## src/rtl/mcet_pkg.sv

```systemverilog
`timescale 1ns / 1ps
`default_nettype none

package mcet_pkg;

  localparam int DATA_W  = 64;
  localparam int FREQ_W  = 32;
  localparam int WALL_W  = 63;
  localparam int NS_W    = 30;
  localparam int STAT_W  = 2;
  localparam int CIDX_W  = 2;

  localparam logic [DATA_W-1:0] NS_PER_SEC = 64'd1000000000;

  localparam logic [STAT_W-1:0] STATUS_OK        = 2'd0;
  localparam logic [STAT_W-1:0] STATUS_NO_FREQ   = 2'd1;
  localparam logic [STAT_W-1:0] STATUS_BACKWARDS = 2'd2;

  localparam logic [CIDX_W-1:0] REG_FREQUENCY    = 2'd0;
  localparam logic [CIDX_W-1:0] REG_COUNTER_MAX  = 2'd1;
  localparam logic [CIDX_W-1:0] REG_WRAP_SECONDS = 2'd2;
  localparam logic [CIDX_W-1:0] REG_RAW_MODE     = 2'd3;

  typedef enum logic [3:0] {
    ST_IDLE,
    ST_CHECK,
    ST_WRAP_DIV,
    ST_WRAP_MUL,
    ST_SEC_START,
    ST_SEC_DIV,
    ST_NS_MUL,
    ST_NS_DIV,
    ST_DONE
  } state_t;

endpackage

`default_nettype wire

```

## src/rtl/mcet_div.sv

```systemverilog
`timescale 1ns / 1ps
`default_nettype none

// Restoring divider, one quotient bit per cycle. The divisor must be nonzero.
module mcet_div #(
  parameter int W = mcet_pkg::DATA_W
) (
  input  logic         clk,
  input  logic         rst,
  input  logic         start,
  input  logic [W-1:0] dividend,
  input  logic [W-1:0] divisor,
  output logic         done,
  output logic [W-1:0] quot,
  output logic [W-1:0] rem
);

  localparam int CntW = $clog2(W + 1);

  logic [W-1:0]    dvs;
  logic [CntW-1:0] cnt;
  logic            busy;
  logic [W:0]      shifted;
  logic [W+1:0]    trial;
  logic            borrow;

  assign shifted = {rem, quot[W-1]};
  assign trial   = {1'b0, shifted} - {2'b00, dvs};
  assign borrow  = trial[W+1];

  always_ff @(posedge clk) begin
    if (rst) begin
      busy <= 1'b0;
      done <= 1'b0;
      cnt  <= '0;
    end else begin
      done <= 1'b0;
      if (start) begin
        busy <= 1'b1;
        cnt  <= CntW'(W);
      end else if (busy) begin
        cnt <= cnt - 1'b1;
        if (cnt == CntW'(1)) begin
          busy <= 1'b0;
          done <= 1'b1;
        end
      end
    end
  end

  always_ff @(posedge clk) begin
    if (start) begin
      quot <= dividend;
      rem  <= '0;
      dvs  <= divisor;
    end else if (busy) begin
      quot <= {quot[W-2:0], ~borrow};
      rem  <= borrow ? shifted[W-1:0] : trial[W-1:0];
    end
  end

endmodule

`default_nettype wire

```

## src/rtl/mcet_mul.sv

```systemverilog
`timescale 1ns / 1ps
`default_nettype none

// Shift-and-add multiplier, one multiplier bit per cycle, keeping the low W bits.
module mcet_mul #(
  parameter int W = mcet_pkg::DATA_W
) (
  input  logic         clk,
  input  logic         rst,
  input  logic         start,
  input  logic [W-1:0] mcand,
  input  logic [W-1:0] mplier,
  output logic         done,
  output logic [W-1:0] prod
);

  localparam int CntW = $clog2(W + 1);

  logic [W-1:0]    a_sh;
  logic [W-1:0]    b_sh;
  logic [CntW-1:0] cnt;
  logic            busy;

  always_ff @(posedge clk) begin
    if (rst) begin
      busy <= 1'b0;
      done <= 1'b0;
      cnt  <= '0;
    end else begin
      done <= 1'b0;
      if (start) begin
        busy <= 1'b1;
        cnt  <= CntW'(W);
      end else if (busy) begin
        cnt <= cnt - 1'b1;
        if (cnt == CntW'(1)) begin
          busy <= 1'b0;
          done <= 1'b1;
        end
      end
    end
  end

  always_ff @(posedge clk) begin
    if (start) begin
      a_sh <= mcand;
      b_sh <= mplier;
      prod <= '0;
    end else if (busy) begin
      a_sh <= {a_sh[W-2:0], 1'b0};
      b_sh <= {1'b0, b_sh[W-1:1]};
      if (b_sh[0]) begin
        prod <= prod + a_sh;
      end
    end
  end

endmodule

`default_nettype wire

```

## src/rtl/monotonic_counter_extend_timespec.sv

```systemverilog
`timescale 1ns / 1ps
`default_nettype none

// Channel  Direction  Handshake           Payload
// in       to block   in_valid/in_stall   raw_counter, wall_seconds
// out      from block out_valid/out_stall seconds, nanoseconds, status
// cfg      to block   cfg_wen             cfg_index, cfg_data
//
// One item at a time: each beat passes through check, start, three bit-serial passes
// (tick divide, rem times 1e9, fraction divide) and a done state that loads the
// result; the next beat is taken once the block is back in idle. A wrap in extended
// mode adds a divide and a multiply. Zero frequency and backward wall time go from
// check straight to done. Reset is synchronous with no clearing pass; the output register
// lets the next beat in while a result waits under out_stall.
module monotonic_counter_extend_timespec (
  input  logic                              clk,
  input  logic                              rst,
  input  logic                              in_valid,
  output logic                              in_stall,
  input  logic [mcet_pkg::DATA_W-1:0]       raw_counter,
  input  logic [mcet_pkg::WALL_W-1:0]       wall_seconds,
  output logic                              out_valid,
  input  logic                              out_stall,
  output logic [mcet_pkg::DATA_W-1:0]       seconds,
  output logic [mcet_pkg::NS_W-1:0]         nanoseconds,
  output logic [mcet_pkg::STAT_W-1:0]       status,
  input  logic                              cfg_wen,
  input  logic [mcet_pkg::CIDX_W-1:0]       cfg_index,
  input  logic [mcet_pkg::DATA_W-1:0]       cfg_data
);

  localparam int W = mcet_pkg::DATA_W;

  mcet_pkg::state_t state, state_next;

  logic [mcet_pkg::FREQ_W-1:0] frequency;
  logic [W-1:0]                counter_max;
  logic [W-1:0]                wrap_seconds;
  logic                        raw_mode;

  logic [mcet_pkg::WALL_W-1:0] last_wall;
  logic [W-1:0]                last_count;
  logic [W-1:0]                count_base;

  logic [W-1:0]                raw_q;
  logic [mcet_pkg::WALL_W-1:0] wall_q;

  logic [W-1:0]                res_sec;
  logic [mcet_pkg::NS_W-1:0]   res_ns;
  logic [mcet_pkg::STAT_W-1:0] res_status;

  logic [mcet_pkg::WALL_W-1:0] prev_wall;
  logic [W-1:0]                prev_count;
  logic [W-1:0]                interval;
  logic [W-1:0]                freq_ext;
  logic                        backwards;
  logic                        wrapped;

  logic         div_start, div_done;
  logic [W-1:0] div_a, div_b, div_quot, div_rem;
  logic         mul_start, mul_done;
  logic [W-1:0] mul_a, mul_b, mul_prod;
  logic         in_take, out_load;

  assign in_stall  = (state != mcet_pkg::ST_IDLE);
  assign in_take   = in_valid && !in_stall;
  assign out_load  = (state == mcet_pkg::ST_DONE) && (!out_valid || !out_stall);

  // The first extended sample stands in as its own predecessor.
  assign prev_wall  = (last_wall == '0) ? wall_q : last_wall;
  assign prev_count = (last_wall == '0) ? raw_q : last_count;
  assign backwards  = wall_q < prev_wall;
  assign wrapped    = prev_count > raw_q;
  assign interval   = (wrap_seconds == '0) ? W'(1) : wrap_seconds;
  assign freq_ext   = W'(frequency);

  mcet_div #(.W(W)) u_div (
    .clk      (clk),
    .rst      (rst),
    .start    (div_start),
    .dividend (div_a),
    .divisor  (div_b),
    .done     (div_done),
    .quot     (div_quot),
    .rem      (div_rem)
  );

  mcet_mul #(.W(W)) u_mul (
    .clk    (clk),
    .rst    (rst),
    .start  (mul_start),
    .mcand  (mul_a),
    .mplier (mul_b),
    .done   (mul_done),
    .prod   (mul_prod)
  );

  always_ff @(posedge clk) begin
    if (rst) begin
      state <= mcet_pkg::ST_IDLE;
    end else begin
      state <= state_next;
    end
  end

  always_comb begin
    state_next = state;
    div_start  = 1'b0;
    div_a      = '0;
    div_b      = freq_ext;
    mul_start  = 1'b0;
    mul_a      = '0;
    mul_b      = '0;
    unique case (state)
      mcet_pkg::ST_IDLE: begin
        if (in_take) begin
          state_next = mcet_pkg::ST_CHECK;
        end
      end
      mcet_pkg::ST_CHECK: begin
        if (frequency == '0) begin
          state_next = mcet_pkg::ST_DONE;
        end else if (raw_mode) begin
          state_next = mcet_pkg::ST_SEC_START;
        end else if (backwards) begin
          state_next = mcet_pkg::ST_DONE;
        end else if (wrapped) begin
          div_start  = 1'b1;
          div_a      = W'(wall_q - prev_wall);
          div_b      = interval;
          state_next = mcet_pkg::ST_WRAP_DIV;
        end else begin
          state_next = mcet_pkg::ST_SEC_START;
        end
      end
      mcet_pkg::ST_WRAP_DIV: begin
        if (div_done) begin
          // Fewer than one elapsed interval still counts as one period.
          mul_start  = 1'b1;
          mul_a      = counter_max + W'(1);
          mul_b      = (div_quot == '0) ? W'(1) : div_quot;
          state_next = mcet_pkg::ST_WRAP_MUL;
        end
      end
      mcet_pkg::ST_WRAP_MUL: begin
        if (mul_done) begin
          state_next = mcet_pkg::ST_SEC_START;
        end
      end
      mcet_pkg::ST_SEC_START: begin
        div_start  = 1'b1;
        div_a      = raw_mode ? raw_q : count_base + raw_q;
        state_next = mcet_pkg::ST_SEC_DIV;
      end
      mcet_pkg::ST_SEC_DIV: begin
        if (div_done) begin
          mul_start  = 1'b1;
          mul_a      = div_rem;
          mul_b      = mcet_pkg::NS_PER_SEC;
          state_next = mcet_pkg::ST_NS_MUL;
        end
      end
      mcet_pkg::ST_NS_MUL: begin
        if (mul_done) begin
          div_start  = 1'b1;
          div_a      = mul_prod;
          state_next = mcet_pkg::ST_NS_DIV;
        end
      end
      mcet_pkg::ST_NS_DIV: begin
        if (div_done) begin
          state_next = mcet_pkg::ST_DONE;
        end
      end
      mcet_pkg::ST_DONE: begin
        if (out_load) begin
          state_next = mcet_pkg::ST_IDLE;
        end
      end
      default: begin
        state_next = mcet_pkg::ST_IDLE;
      end
    endcase
  end

  always_ff @(posedge clk) begin
    if (rst) begin
      frequency    <= '0;
      counter_max  <= '1;
      wrap_seconds <= W'(1);
      raw_mode     <= 1'b1;
    end else if (cfg_wen) begin
      unique case (cfg_index)
        mcet_pkg::REG_FREQUENCY:    frequency    <= cfg_data[mcet_pkg::FREQ_W-1:0];
        mcet_pkg::REG_COUNTER_MAX:  counter_max  <= cfg_data;
        mcet_pkg::REG_WRAP_SECONDS: wrap_seconds <= cfg_data;
        mcet_pkg::REG_RAW_MODE:     raw_mode     <= cfg_data[0];
        default: ;
      endcase
    end
  end

  always_ff @(posedge clk) begin
    if (rst) begin
      last_wall  <= '0;
      last_count <= '0;
      count_base <= '0;
    end else begin
      if (state == mcet_pkg::ST_CHECK && frequency != '0 && !raw_mode && !backwards) begin
        last_wall  <= wall_q;
        last_count <= raw_q;
      end
      if (state == mcet_pkg::ST_WRAP_MUL && mul_done) begin
        count_base <= count_base + mul_prod;
      end
    end
  end

  always_ff @(posedge clk) begin
    if (in_take) begin
      raw_q  <= raw_counter;
      wall_q <= wall_seconds;
    end
    if (state == mcet_pkg::ST_CHECK) begin
      res_sec <= '0;
      res_ns  <= '0;
      if (frequency == '0) begin
        res_status <= mcet_pkg::STATUS_NO_FREQ;
      end else if (!raw_mode && backwards) begin
        res_status <= mcet_pkg::STATUS_BACKWARDS;
      end else begin
        res_status <= mcet_pkg::STATUS_OK;
      end
    end
    if (state == mcet_pkg::ST_SEC_DIV && div_done) begin
      res_sec <= div_quot;
    end
    if (state == mcet_pkg::ST_NS_DIV && div_done) begin
      res_ns <= div_quot[mcet_pkg::NS_W-1:0];
    end
  end

  always_ff @(posedge clk) begin
    if (rst) begin
      out_valid <= 1'b0;
    end else if (out_load) begin
      out_valid <= 1'b1;
    end else if (!out_stall) begin
      out_valid <= 1'b0;
    end
  end

  always_ff @(posedge clk) begin
    if (out_load) begin
      seconds     <= res_sec;
      nanoseconds <= res_ns;
      status      <= res_status;
    end
  end

endmodule

`default_nettype wire

```

## config.mk

```make
export PLATFORM = sky130hd
export DESIGN_NAME = monotonic_counter_extend_timespec
export DESIGN_NICKNAME = d
export VERILOG_FILES = /design/src/rtl/mcet_pkg.sv /design/src/rtl/mcet_div.sv /design/src/rtl/mcet_mul.sv /design/src/rtl/monotonic_counter_extend_timespec.sv
export SDC_FILE = /design/constraint.sdc
export NUM_CORES = 2
export LEC_CHECK = 0
export BUFFER_PORTS_ARGS = -buffer_cell sky130_fd_sc_hd__buf_4
export CAP_MARGIN = 20
export CORE_MARGIN = 2
export CORE_UTILIZATION = 55
export CTS_BUF_LIST = sky130_fd_sc_hd__clkbuf_16
export CTS_CLUSTER_DIAMETER = 100
export CTS_CLUSTER_SIZE = 10
export DETAILED_ROUTE_END_ITERATION = 6
export PLACE_DENSITY = 0.7
export SKIP_CTS_REPAIR_TIMING = 1
export SYNTH_ARGS = -nofsm -noshare
export SYNTH_HDL_FRONTEND = slang
export SYNTH_HIERARCHICAL = 1
export SYNTH_SLANG_ARGS = --single-unit
```

## constraint.sdc

```tcl
create_clock -name clk -period 20.5 [get_ports clk]
set_clock_uncertainty 0.05 [all_clocks]
set_input_delay 1.025 -clock clk [delete_from_list [all_inputs] [get_ports clk]]
set_output_delay 1.025 -clock clk [all_outputs]
set_load 0.01 [all_outputs]
```

==> results by group <==
Outcome
  • Status: finished, violations left
  • Failing checks: design-rule violations

Yosys
  • Synth Register Bits: ~1.1k
  • Post-synthesis cell area: 0.0648 mm2
  • Post-synthesis cell type count: between 100 and 150
  • YS warnings: 6
  • Post-synthesis net count: 7812
  • Sequential area share after synthesis: 0.422
  • Top FF cell, synth: edfxtp_1
  • Mapped Avg Cell Area: 8.97 um2
  • Syn Inst Count: 7224
  • Number of enable flip-flop cells after synthesis: 575
  • Post-synth ARST share: 0

Power and ir drop
  • Power per cell area: 106 mW/mm2
  • Comb power frac: 0.370
  • Clock network fraction of design power: 0.259
  • Psw: 0.00294 W
  • Worst vdd rail ir drop: 102 uV
  • P_leak: between 20 and 30 nW
  • Int Pwr: 0.00459 W
  • Switch share: 0.391
  • Sequential Power Share: 0.371

Global route
  • Global-route wire length before repair: around 320 mm
  • Largest net degree at the start of global routing: 101
  • Total track usage: 0.341
  • Vias in the first global route: 51.4k
  • Total gr overflow: 0
  • Initial antenna violation count: 16

Timing
  • Slew margin rel.: 0.0815
  • Final Max Tran Viols: 0
  • Tcrit/Tclk final: 0.418
  • Max Fclk: about 120 MHz
  • Least-Margin Pin Slew: 1.36 ns
  • Final setup fails: 0
  • RSZ-0062 raised after global routing: no
  • Post-layout minimum cycle time: 8.56 ns
  • Setup TNS: 0 ns
  • Final Hold Fails: 0

Critical path
  • Critical path arrival: 8.86 ns
  • Crit path launch: last_wall[61]
  • Critical Path End Type: register
  • Worst r2r src: last_wall[61]
  • CP Max Fanout: 69
  • Critical Path RT: 20.79 ns
  • Setup Crit Path Kind: register to register
  • Startpoint class of the critical path: register
  • Flop-to-flop setup slack: 11.94 ns

Clock tree
  • Clock root cell: clkbuf_16
  • Clock Path Buffers: 3
  • Clock insertion delay at the later pin of the skew report: 0.77 ns
  • CTS tree: built
  • TritonCTS Buffers: 118
  • Htree depth: 3
  • CTS clk-pin slew, worst paths: 0.06 ns
  • # clock sinks: 1078

Route
  • Initial drt markers: between 6k and 7k
  • Final ANT Viol Nets: 0
  • Final wirelength: roughly 210 mm
  • WL/cell: 23.8 um
  • TritonRoute pass-1 iters: 7
  • DRC viols: 2
  • Via density per instance: 6.24
  • Vias: 55.6k

Run
  • Max_cap viols: 0

Placement
  • Buffers on Ports: 295
  • Placer Congestion: 1.01
  • Placed Area: about 0.068 mm2
  • Placed Cells: 8680
  • DP HPWL: 161 mm

Floorplanning
  • Die Area: 0.121 mm2
  • Die height: around 350 um
  • Rows: approximately 130
  • Io pins: ~300
  • Initial core utilization: 0.556
  • Die width: between 300 and 400 um
  • Core area: 0.117 mm2

Finish
  • Layout Utilization: 0.612
  • Layout cells sized above 1: 0.115
  • Nets: slightly below 8k
  • Area Growth Syn to Fin: 10.0%
  • Multi-input logic area: 0.0349 mm2
  • Reg area: 0.0273 mm2
  • Post-route cell area: 0.0713 mm2
  • Filler cell count: 10.0k
  • Final Non-Filler Cells: 8903

Worst hold path
  • HP Start: res_sec[54]
  • Type of the worst min-delay path: register to register
[sequential cells by signal, indices dropped and copies added, names as in the netlist, 30 cells and up]
name	cells
nanoseconds	30
res_sec	64
count_base	64
seconds	64
frequency	32
u_mul/a_sh	64
u_div/rem	64
last_count	64
res_ns	30
wrap_seconds	64
raw_q	64
u_mul/b_sh	64
wall_q	63
counter_max	64
last_wall	63
u_mul/prod	64
u_div/quot	64
u_div/dvs	64
[final cells by class]
type,count,share of cell area
Clock inverter,95,0.00760
Tap cell,1524,0.0267
Antenna cell,7,0.000246
Timing Repair Buffer,359,0.0379
Multi-Input combinational cell,5474,0.490
Inverter,248,0.0131
Sequential cell,1078,0.383
Clock buffer,118,0.0414
[worst max-delay path, cell delays in order, from the launching register on]
cell and delay (ns):
dfxtp_1 0.33, nor4_1 0.72, nand4_1 0.38, nor4_2 0.37, buf_4 0.52, buf_4 0.61
mux2_2 0.41, ha_1 0.29, nand3_1 0.10, nor3_1 0.25, nand4_1 0.16, o21ai_0 0.20
nor2_1 0.08, o22ai_1 0.52, a31o_2 0.32, and3_4 0.39, or3_4 0.72, buf_4 0.78
buf_4 0.79
[cell families after synthesis]
family,Yosys count,share of synthesized area
fa+ha+maj,390,0.0759
buf+inv,672,0.0412
compound gates,1924,0.188
mux,269,0.0465
xor+xnor,351,0.0474
simple gates,2540,0.179
flops,1078,0.422
[cell usage after synthesis, types with 25 or more instances]
library cell	number	area [um2]
o21ai_0	314	1570
nand3_1	183	916
nor2b_1	36	225
dfxtp_1	503	10100
nand2_1	1351	5070
o21ai_1	47	235
o31ai_1	25	188
o21a_1	26	195
a21o_1	233	1750
edfxtp_1	575	17300
a311oi_1	38	333
nor3_1	56	280
a21oi_1	768	3840
a211oi_1	50	375
a22oi_1	37	278
nand4_1	125	782
and2_1	199	1240
inv_1	246	923
nor2_1	313	1170
clkbuf_1	336	1260
and3_1	50	313
a31oi_1	40	250
ha_1	385	4820
xor2_1	157	1380
mux2_2	253	2850
o21bai_1	76	571
o211ai_1	33	248
xnor2_1	194	1700
buf_2	47	235
buf_1	26	97.6
nor4_1	84	526
nand2b_1	27	169
[worst paths after layout]
path	to	cells past startpoint
worst max-delay path	u_div/dvs[22]	18
worst min-delay path	seconds[54]	0
worst max register to register	u_div/dvs[22]	18
worst min register to register	seconds[54]	0
[per-layer routing]
metal  GRT usage  wire (um)
met1       0.489      93900
met5           0        258
met4       0.101       6840
met2       0.519      92200
met3      0.0694      18900
[cell usage in the layout, fill, tap and decap left out, drive strengths merged, types with 200 or more instances in the layout]
master and instances:
nand2 1355, a21oi 772, edfxtp 575, dfxtp 503, ha 385, o21ai 365, buf 356, inv 331
nor2 315, mux2 255, a21o 233, and2 200
[stage by stage]
step | setup WS (ns) | hold slack, ns | power (W)
4_1_cts | 12.08 | 0.325 | 0.00749
6_report | 11.94 | 0.336 | 0.00753
3_5_place_dp | 12.15 | 0.355 | 0.00554
5_1_grt | 11.46 | 0.342 | 0.00788
3_3_place_gp | 12.23 | 0.351 | 0.00552
2_1_floorplan | 12.79 | 0.350 | 0.00469
[power by group through the flow]
| stage | clock network, W | registers, W | logic [W] |
|---|---|---|---|
| 2_1_floorplan | 0 | 0.00270 | 0.00199 |
| 3_3_place_gp | 0 | 0.00283 | 0.00269 |
| 3_5_place_dp | 0 | 0.00283 | 0.00270 |
| 4_1_cts | 0.00198 | 0.00279 | 0.00272 |
| 5_1_grt | 0.00206 | 0.00281 | 0.00301 |
| 6_report | 0.00195 | 0.00279 | 0.00279 |
Note: power is estimated with default switching activity, not from simulation.
